==> src/rtl/mde_pkg.sv <==
package mde_pkg;

  typedef enum logic [2:0] {
    ST_IDLE,
    ST_PAD,
    ST_ROUND,
    ST_FINAL,
    ST_EMIT
  } state_e;

  localparam logic OP_ABSORB = 1'b0;
  localparam logic OP_FINISH = 1'b1;

  localparam logic [7:0] PAD_BYTE = 8'h80;
  localparam logic [5:0] LEN_POS = 6'd56;
  localparam logic [5:0] LAST_POS = 6'd63;

  localparam logic [31:0] IV_WORDS [4] = '{
    32'h67452301, 32'hefcdab89, 32'h98badcfe, 32'h10325476
  };

  localparam logic [31:0] ROUND_K [64] = '{
    32'hd76aa478, 32'he8c7b756, 32'h242070db, 32'hc1bdceee,
    32'hf57c0faf, 32'h4787c62a, 32'ha8304613, 32'hfd469501,
    32'h698098d8, 32'h8b44f7af, 32'hffff5bb1, 32'h895cd7be,
    32'h6b901122, 32'hfd987193, 32'ha679438e, 32'h49b40821,
    32'hf61e2562, 32'hc040b340, 32'h265e5a51, 32'he9b6c7aa,
    32'hd62f105d, 32'h02441453, 32'hd8a1e681, 32'he7d3fbc8,
    32'h21e1cde6, 32'hc33707d6, 32'hf4d50d87, 32'h455a14ed,
    32'ha9e3e905, 32'hfcefa3f8, 32'h676f02d9, 32'h8d2a4c8a,
    32'hfffa3942, 32'h8771f681, 32'h6d9d6122, 32'hfde5380c,
    32'ha4beea44, 32'h4bdecfa9, 32'hf6bb4b60, 32'hbebfbc70,
    32'h289b7ec6, 32'heaa127fa, 32'hd4ef3085, 32'h04881d05,
    32'hd9d4d039, 32'he6db99e5, 32'h1fa27cf8, 32'hc4ac5665,
    32'hf4292244, 32'h432aff97, 32'hab9423a7, 32'hfc93a039,
    32'h655b59c3, 32'h8f0ccc92, 32'hffeff47d, 32'h85845dd1,
    32'h6fa87e4f, 32'hfe2ce6e0, 32'ha3014314, 32'h4e0811a1,
    32'hf7537e82, 32'hbd3af235, 32'h2ad7d2bb, 32'heb86d391
  };

  function automatic logic [4:0] round_shift(input logic [5:0] r);
    logic [4:0] s;
    s = 5'd0;
    case ({r[5:4], r[1:0]})
      4'b0000: s = 5'd7;
      4'b0001: s = 5'd12;
      4'b0010: s = 5'd17;
      4'b0011: s = 5'd22;
      4'b0100: s = 5'd5;
      4'b0101: s = 5'd9;
      4'b0110: s = 5'd14;
      4'b0111: s = 5'd20;
      4'b1000: s = 5'd4;
      4'b1001: s = 5'd11;
      4'b1010: s = 5'd16;
      4'b1011: s = 5'd23;
      4'b1100: s = 5'd6;
      4'b1101: s = 5'd10;
      4'b1110: s = 5'd15;
      4'b1111: s = 5'd21;
      default: s = 5'd0;
    endcase
    return s;
  endfunction

  function automatic logic [3:0] msg_index(input logic [5:0] r);
    logic [3:0] g;
    g = 4'd0;
    case (r[5:4])
      2'd0: g = r[3:0];
      2'd1: g = 4'((r[3:0] << 2) + r[3:0] + 4'd1);
      2'd2: g = 4'((r[3:0] << 1) + r[3:0] + 4'd5);
      2'd3: g = 4'((r[3:0] << 3) - r[3:0]);
      default: g = 4'd0;
    endcase
    return g;
  endfunction

  function automatic logic [31:0] rotl32(input logic [31:0] v, input logic [4:0] s);
    logic [63:0] x;
    x = {v, v} << s;
    return x[63:32];
  endfunction

endpackage

==> src/rtl/md5_digest_engine_unit.sv <==
// channel   | dir | tdata              | tuser          | tlast
// s_axis    | in  | message_byte [7:0] | opcode [0]     | -
// m_axis    | out | digest_word [31:0] | word_index [1:0] | last_word
//
// an absorb item writes one byte into the block store; the item that fills byte 63 of the block
// starts the compression (one round per cycle, then the chain add)
// a finish item writes one padding byte per cycle through the block store,
// runs one or two compressions, then hands out four words over the output register
// reset returns the chain words to the initial vector and clears the counters
// the output register lets a new item in while the last word still waits
module md5_digest_engine_unit (
  input  logic        clk_i,
  input  logic        rst_ni,
  input  logic        s_axis_tvalid_i,
  output logic        s_axis_tready_o,
  input  logic [7:0]  s_axis_tdata_i,   // message_byte
  input  logic [0:0]  s_axis_tuser_i,   // opcode
  output logic        m_axis_tvalid_o,
  input  logic        m_axis_tready_i,
  output logic [31:0] m_axis_tdata_o,   // digest_word
  output logic [1:0]  m_axis_tuser_o,   // word_index
  output logic        m_axis_tlast_o
);

  mde_pkg::state_e state_q, state_d;
  logic [5:0]  fill_q, fill_d;
  logic [63:0] bit_cnt_q, bit_cnt_d;
  logic        fin_q, fin_d;
  logic        lenph_q, lenph_d;
  logic [5:0]  rnd_q, rnd_d;
  logic [1:0]  out_idx_q, out_idx_d;
  logic [31:0] h_q [4];
  logic [31:0] h_d [4];
  logic        m_valid_q, m_valid_d;

  logic [31:0] mem_q [16];
  logic [31:0] rd_q;
  logic [3:0]  rd_addr;

  logic [31:0] a_q, b_q, c_q, d_q;
  logic [31:0] m_data_q;
  logic [1:0]  m_user_q;
  logic        m_last_q;

  logic        put_en;
  logic [7:0]  put_data;
  logic        cmp_start;
  logic        out_load;
  logic        accept;

  logic [31:0] f_val;
  logic [31:0] t_val;
  logic [31:0] b_new;

  assign accept = s_axis_tvalid_i && s_axis_tready_o;
  assign s_axis_tready_o = (state_q == mde_pkg::ST_IDLE);

  // round function
  always_comb begin
    f_val = 32'd0;
    case (rnd_q[5:4])
      2'd0: f_val = (b_q & c_q) | (~b_q & d_q);
      2'd1: f_val = (b_q & d_q) | (c_q & ~d_q);
      2'd2: f_val = b_q ^ c_q ^ d_q;
      2'd3: f_val = c_q ^ (b_q | ~d_q);
      default: f_val = 32'd0;
    endcase
    t_val = a_q + f_val + mde_pkg::ROUND_K[rnd_q] + rd_q;
    b_new = b_q + mde_pkg::rotl32(t_val, mde_pkg::round_shift(rnd_q));
  end

  assign rd_addr = (state_q == mde_pkg::ST_ROUND) ? mde_pkg::msg_index(rnd_q + 6'd1) : 4'd0;

  always_comb begin
    state_d   = state_q;
    fill_d    = fill_q;
    bit_cnt_d = bit_cnt_q;
    fin_d     = fin_q;
    lenph_d   = lenph_q;
    rnd_d     = rnd_q;
    out_idx_d = out_idx_q;
    h_d       = h_q;
    m_valid_d = m_valid_q;
    put_en    = 1'b0;
    put_data  = 8'd0;
    out_load  = 1'b0;

    if (m_axis_tready_i) begin
      m_valid_d = 1'b0;
    end

    case (state_q)
      mde_pkg::ST_IDLE: begin
        if (accept) begin
          put_en = 1'b1;
          if (s_axis_tuser_i[0] == mde_pkg::OP_FINISH) begin
            put_data = mde_pkg::PAD_BYTE;
            fin_d    = 1'b1;
            state_d  = mde_pkg::ST_PAD;
          end else begin
            put_data  = s_axis_tdata_i;
            bit_cnt_d = bit_cnt_q + 64'd8;
          end
        end
      end
      mde_pkg::ST_PAD: begin
        put_en = 1'b1;
        if (lenph_q || fill_q == mde_pkg::LEN_POS) begin
          lenph_d  = 1'b1;
          put_data = bit_cnt_q[{fill_q[2:0], 3'b000} +: 8];
        end
      end
      mde_pkg::ST_ROUND: begin
        rnd_d = rnd_q + 6'd1;
        if (rnd_q == mde_pkg::LAST_POS) begin
          state_d = mde_pkg::ST_FINAL;
        end
      end
      mde_pkg::ST_FINAL: begin
        h_d[0] = h_q[0] + a_q;
        h_d[1] = h_q[1] + b_q;
        h_d[2] = h_q[2] + c_q;
        h_d[3] = h_q[3] + d_q;
        if (!fin_q) begin
          state_d = mde_pkg::ST_IDLE;
        end else if (lenph_q) begin
          state_d = mde_pkg::ST_EMIT;
        end else begin
          state_d = mde_pkg::ST_PAD;
        end
      end
      mde_pkg::ST_EMIT: begin
        if (!m_valid_q || m_axis_tready_i) begin
          out_load  = 1'b1;
          m_valid_d = 1'b1;
          out_idx_d = out_idx_q + 2'd1;
          if (out_idx_q == 2'd3) begin
            state_d   = mde_pkg::ST_IDLE;
            h_d       = mde_pkg::IV_WORDS;
            fill_d    = 6'd0;
            bit_cnt_d = 64'd0;
            fin_d     = 1'b0;
            lenph_d   = 1'b0;
          end
        end
      end
      default: state_d = mde_pkg::ST_IDLE;
    endcase

    cmp_start = put_en && (fill_q == mde_pkg::LAST_POS);
    if (put_en) begin
      fill_d = fill_q + 6'd1;
      if (cmp_start) begin
        state_d = mde_pkg::ST_ROUND;
        rnd_d   = 6'd0;
      end
    end
  end

  always_ff @(posedge clk_i or negedge rst_ni) begin
    if (!rst_ni) begin
      state_q   <= mde_pkg::ST_IDLE;
      fill_q    <= 6'd0;
      bit_cnt_q <= 64'd0;
      fin_q     <= 1'b0;
      lenph_q   <= 1'b0;
      rnd_q     <= 6'd0;
      out_idx_q <= 2'd0;
      h_q       <= mde_pkg::IV_WORDS;
      m_valid_q <= 1'b0;
    end else begin
      state_q   <= state_d;
      fill_q    <= fill_d;
      bit_cnt_q <= bit_cnt_d;
      fin_q     <= fin_d;
      lenph_q   <= lenph_d;
      rnd_q     <= rnd_d;
      out_idx_q <= out_idx_d;
      h_q       <= h_d;
      m_valid_q <= m_valid_d;
    end
  end

  // block store, byte writes, registered word read
  always_ff @(posedge clk_i) begin
    if (put_en) begin
      mem_q[fill_q[5:2]][{fill_q[1:0], 3'b000} +: 8] <= put_data;
    end
    rd_q <= mem_q[rd_addr];
  end

  // working words and output register
  always_ff @(posedge clk_i) begin
    if (cmp_start) begin
      a_q <= h_q[0];
      b_q <= h_q[1];
      c_q <= h_q[2];
      d_q <= h_q[3];
    end else if (state_q == mde_pkg::ST_ROUND) begin
      a_q <= d_q;
      d_q <= c_q;
      c_q <= b_q;
      b_q <= b_new;
    end
    if (out_load) begin
      m_data_q <= h_q[out_idx_q];
      m_user_q <= out_idx_q;
      m_last_q <= (out_idx_q == 2'd3);
    end
  end

  assign m_axis_tvalid_o = m_valid_q;
  assign m_axis_tdata_o  = m_data_q;
  assign m_axis_tuser_o  = m_user_q;
  assign m_axis_tlast_o  = m_last_q;

endmodule

==> config.mk <==
export PLATFORM = sky130hd
export DESIGN_NAME = md5_digest_engine_unit
export DESIGN_NICKNAME = d
export VERILOG_FILES = /design/src/rtl/mde_pkg.sv /design/src/rtl/md5_digest_engine_unit.sv
export SDC_FILE = /design/constraint.sdc
export NUM_CORES = 2
export LEC_CHECK = 0
export ABC_AREA = 1
export BUFFER_PORTS_ARGS = -buffer_cell sky130_fd_sc_hd__buf_2
export CAP_MARGIN = 40
export CORE_MARGIN = 5
export CORE_UTILIZATION = 40
export CTS_BUF_LIST = sky130_fd_sc_hd__clkbuf_16
export DETAILED_ROUTE_END_ITERATION = 10
export GPL_TIMING_DRIVEN = 0
export REMOVE_ABC_BUFFERS = 1
export SYNTH_ARGS = -nofsm -noshare
export SYNTH_HDL_FRONTEND = slang
export SYNTH_SLANG_ARGS = --single-unit
==> constraint.sdc <==
create_clock -name clk_i -period 7.2 [get_ports clk_i]
set_input_delay 0.72 -clock clk_i [delete_from_list [all_inputs] [get_ports clk_i]]
set_output_delay 0.72 -clock clk_i [all_outputs]
set_load 0.005 [all_outputs]
==> out/qor.tcl <==
set qor(status) {finished, final reports clean}
set qor(synth.top_cells.by_area) {edfxtp_1 (36%), o21ai_0 (7.6%), nand2_1 (7.5%)}
set qor(tritoncts_sink_count) 916
set qor(detailedRoute.firstPassIterationCount) 6
set qor(synth-edff-count) 675
set qor(grt_pass1_vias) 47010
set qor(ys.warnings.count) 0
set qor(fmaxAchievable_mhz) 140.1
set qor(dp.cells) 8540
set qor(synth_top_flop_cell) {edfxtp_1}
set qor(synth_top_area_share_pct) 35.65
set qor(drt.antenna.violating_nets) 0
set qor(die_width_um) 387.0
set qor(synthesis.instances) 6721
set qor(layoutNonFillerInstCount) 8857
set qor(cts_inserted_buffers) 102
set qor(highest_delay_cell_along_the_critical_path) {dfrtp_4}
set qor(dp.final_hpwl_mm) 146.7
set qor(path_category_of_the_worst_min_delay_check) {input port to flop}
set qor(total_number_of_vias) 50660
set qor(worst_ep_arrival_time_ps) 7620
set qor(tritoncts_clock_tree) {built}
set qor(layout-area-overhead-vs-synth_pct) 18.10
set qor(post-route-period-util_pct) 99.14
set qor(grt_use_total_pct) 26.05
set qor(ys_seq_area_share_pct) 46.12
set qor(worst_path_most_repeated_cell) {a21oi_2}
set qor(floorplan.die_area_um2) 149800
set qor(insertion_delay_ps) 780
set qor(place_congestion) 0.9447
set qor(synth.avg_cell_area_um2) 8.459
set qor(cts.htree.levels) 3
set qor(finalNetCount) 7192
set qor(ys_types) 68
set qor(cell_taking_the_most_area_after_synthesis) {edfxtp_1}
set qor(type_of_destination_of_the_critical_path) {flop}
set qor(final_hold_viol_count) 0
set qor(floorplan.io_pins) 50
set qor(drt-total-wl_mm) 204.6
set qor(crit_required_ps) 7680
set qor(count_leader_synth) {nand2_1}
set qor(maxSlewViolCount) 0
set qor(setup_repair_after_global_routing_missed_its_margin) {true}
set qor(timing.critical_path.slowest_cell_delay_ps) 500
set qor(drcViolationCount) 0
set qor(grt.overflow.total) 0
set qor(clk_root_buffer_cell) {clkbuf_16}
set qor(detailedRoute.firstIterationViolations) 5610
set qor(asr_flop_ratio_synth_pct) 22.82
set qor(num_rows) 138
set qor(antenna_found_initial) 8
set qor(cts_max_path_buffers) 3
set qor(clock_skews_ps) 89.55
set qor(tightestPinTransition_ps) 1071
set qor(placeableCoreArea_um2) 141400
set qor(tns_ps) 0
set qor(timing.final.setup_violations) 0
set qor(initial_utilization_pct) 40.21
set qor(worst-path-max-fanout) 6
set qor(final_period_minus_worst_setup_slack_ps) 7138
set qor(synth_common_cells) {nand2_1 (1139), inv_1 (885), o21ai_0 (865), edfxtp_1 (675), a21oi_1 (594)}
set qor(timing.slew.headroom_pct) 28.62
set qor(max-cap-violations) 0
set qor(synth_area_um2) 56860
set qor(path_class) {flop to flop}
set qor(ys_seq_elements) 916
set qor(numPortBuffers) 49
set qor(grt_first_pass_wirelength_mm) 299.8
set qor(grt_start_max_net_pins) 94
set qor(final_layout_size_suffix_gt1_share_pct) 13.94
set qor(start_kind) {flop}
set qor(cts.clk_slew.worst_paths_ps) 60
set qor(detail_route.wl_per_cell_um) 23.10
set qor(drt-vias-per-instance) 5.720
set qor(die-height_um) 387.0
==> sequential cells by signal, indices dropped and copies added, names as in the netlist <==
signal,count
rnd_q,6
lenph_q,1
mem_q,512
c_q,32
fill_q,6
m_axis_tdata_o,32
a_q,32
d_q,32
m_axis_tlast_o,1
rd_q,32
h_q,128
bit_cnt_q,61
state_q,3
out_idx_q,2
b_q,32
m_axis_tuser_o,2
fin_q,1
m_axis_tvalid_o,1
==> cell families after synthesis <==
group                      Yosys count  share of synthesized area [%]
adders and majority gates          303                          7.592
xor gates and xnor gates           100                          1.554
and+or+nand+nor                   2218                          16.42
AOI/OAI and AO/OA                 1935                          19.19
muxes                               65                          1.144
DFF                                916                          46.12
buffers and inverters             1184                          7.986
==> path summary, 6_finish.rpt <==
| kind | from | end | slack, ps | cells past startpoint |
|---|---|---|---|---|
| max | rnd_q[2]$_DFF_PN0_ | b_q[24]$_DFFE_PP_ | 60 | 39 |
| min | m_axis_tready_i | m_axis_tvalid_o$_DFF_PN0_ | 160 | 2 |
| max reg2reg | rnd_q[2]$_DFF_PN0_ | b_q[24]$_DFFE_PP_ | 60 | 39 |
| min reg2reg | bit_cnt_q[36]$_DFFE_PN0P_ | bit_cnt_q[36]$_DFFE_PN0P_ | 470 | 1 |
| max in group asynchronous | rst_ni | out_idx_q[1]$_DFFE_PN0P_ | 5390 | 4 |
| min in group asynchronous | rst_ni | h_q[61]$_DFFE_PN0P_ | 450 | 2 |
==> critical path, delay by kind of cell (launching register included) <==
| family | cells | cell delay (ps) |
|---|---|---|
| XOR/XNOR | 1 | 220 |
| AO/OA/AOI/OAI | 16 | 2520 |
| adder cells (fa/ha/maj) | 4 | 1210 |
| AND/OR/NAND/NOR | 11 | 1290 |
| buffers and inverters | 7 | 1100 |
| flip-flops | 1 | 500 |
==> per-layer routing <==
metal  track usage, %  up-vias  wire length (um)
met5                0        -                17
met4            12.13        2             11850
met3            4.071      484             17070
met2            40.90     2366             90960
met1            35.52    24170             84740
li1                 -    23630                 -
==> cell usage in the layout, fill, tap and decap left out, drive strengths merged, types with 20 or more instances in the layout <==
master  count
nand2    1143
inv       919
o21ai     877
edfxtp    675
a21oi     594
nor2      491
nand3     403
buf       318
ha        233
dfrtp     145
clkbuf    107
o211ai    104
nor3       97
o221ai     80
o22ai      78
fa         70
xor2       67
mux2i      65
dfstp      64
clkinv     62
a31oi      36
xnor2      33
dfxtp      32
nand4      29
a21o       24
o21a       24
nor4       23
or2        20
==> stage by stage <==
step	setup WS, ps	area [um2]	utilization (%)	hold slack (ps)
6_report	61.68	67150	47.48	155.4
5_1_grt	-202.6	67150	47.48	136.3
4_1_cts	-11.91	65670	46.44	99.06
3_5_place_dp	-3486	60590	42.85	455.6
3_3_place_gp	-12700	58330	41.25	457.5
2_1_floorplan	-3738	55720	-	424.4
==> layout make-up <==
cell class                      count  area, um2
Multi-Input combinational cell   4621      28180
Inverter                          906       3517
Timing Repair inverter              1      8.758
Timing Repair Buffer              328       3506
Antenna cell                        1      2.502
Sequential cell                   916      26240
Clock buffer                      102       2552
Fill cell                       13340      74260
Clock inverter                     92      777.0
Tap cell                         1890       2365
==> repair_timing <==
item / 4_1_cts / 5_1_grt
hold buffers: 1 / 0
gates cloned: 7 / 4
resized for setup: 292 / 242
pin swaps: 45 / 89
buffers inserted: 65 / 41
endpoints found under the hold margin: 19 / 0
setup endpoints to repair: 32 / 21
Power is not shown: default switching activity piles up to over one toggle a cycle in this logic, so the estimate is an artifact.
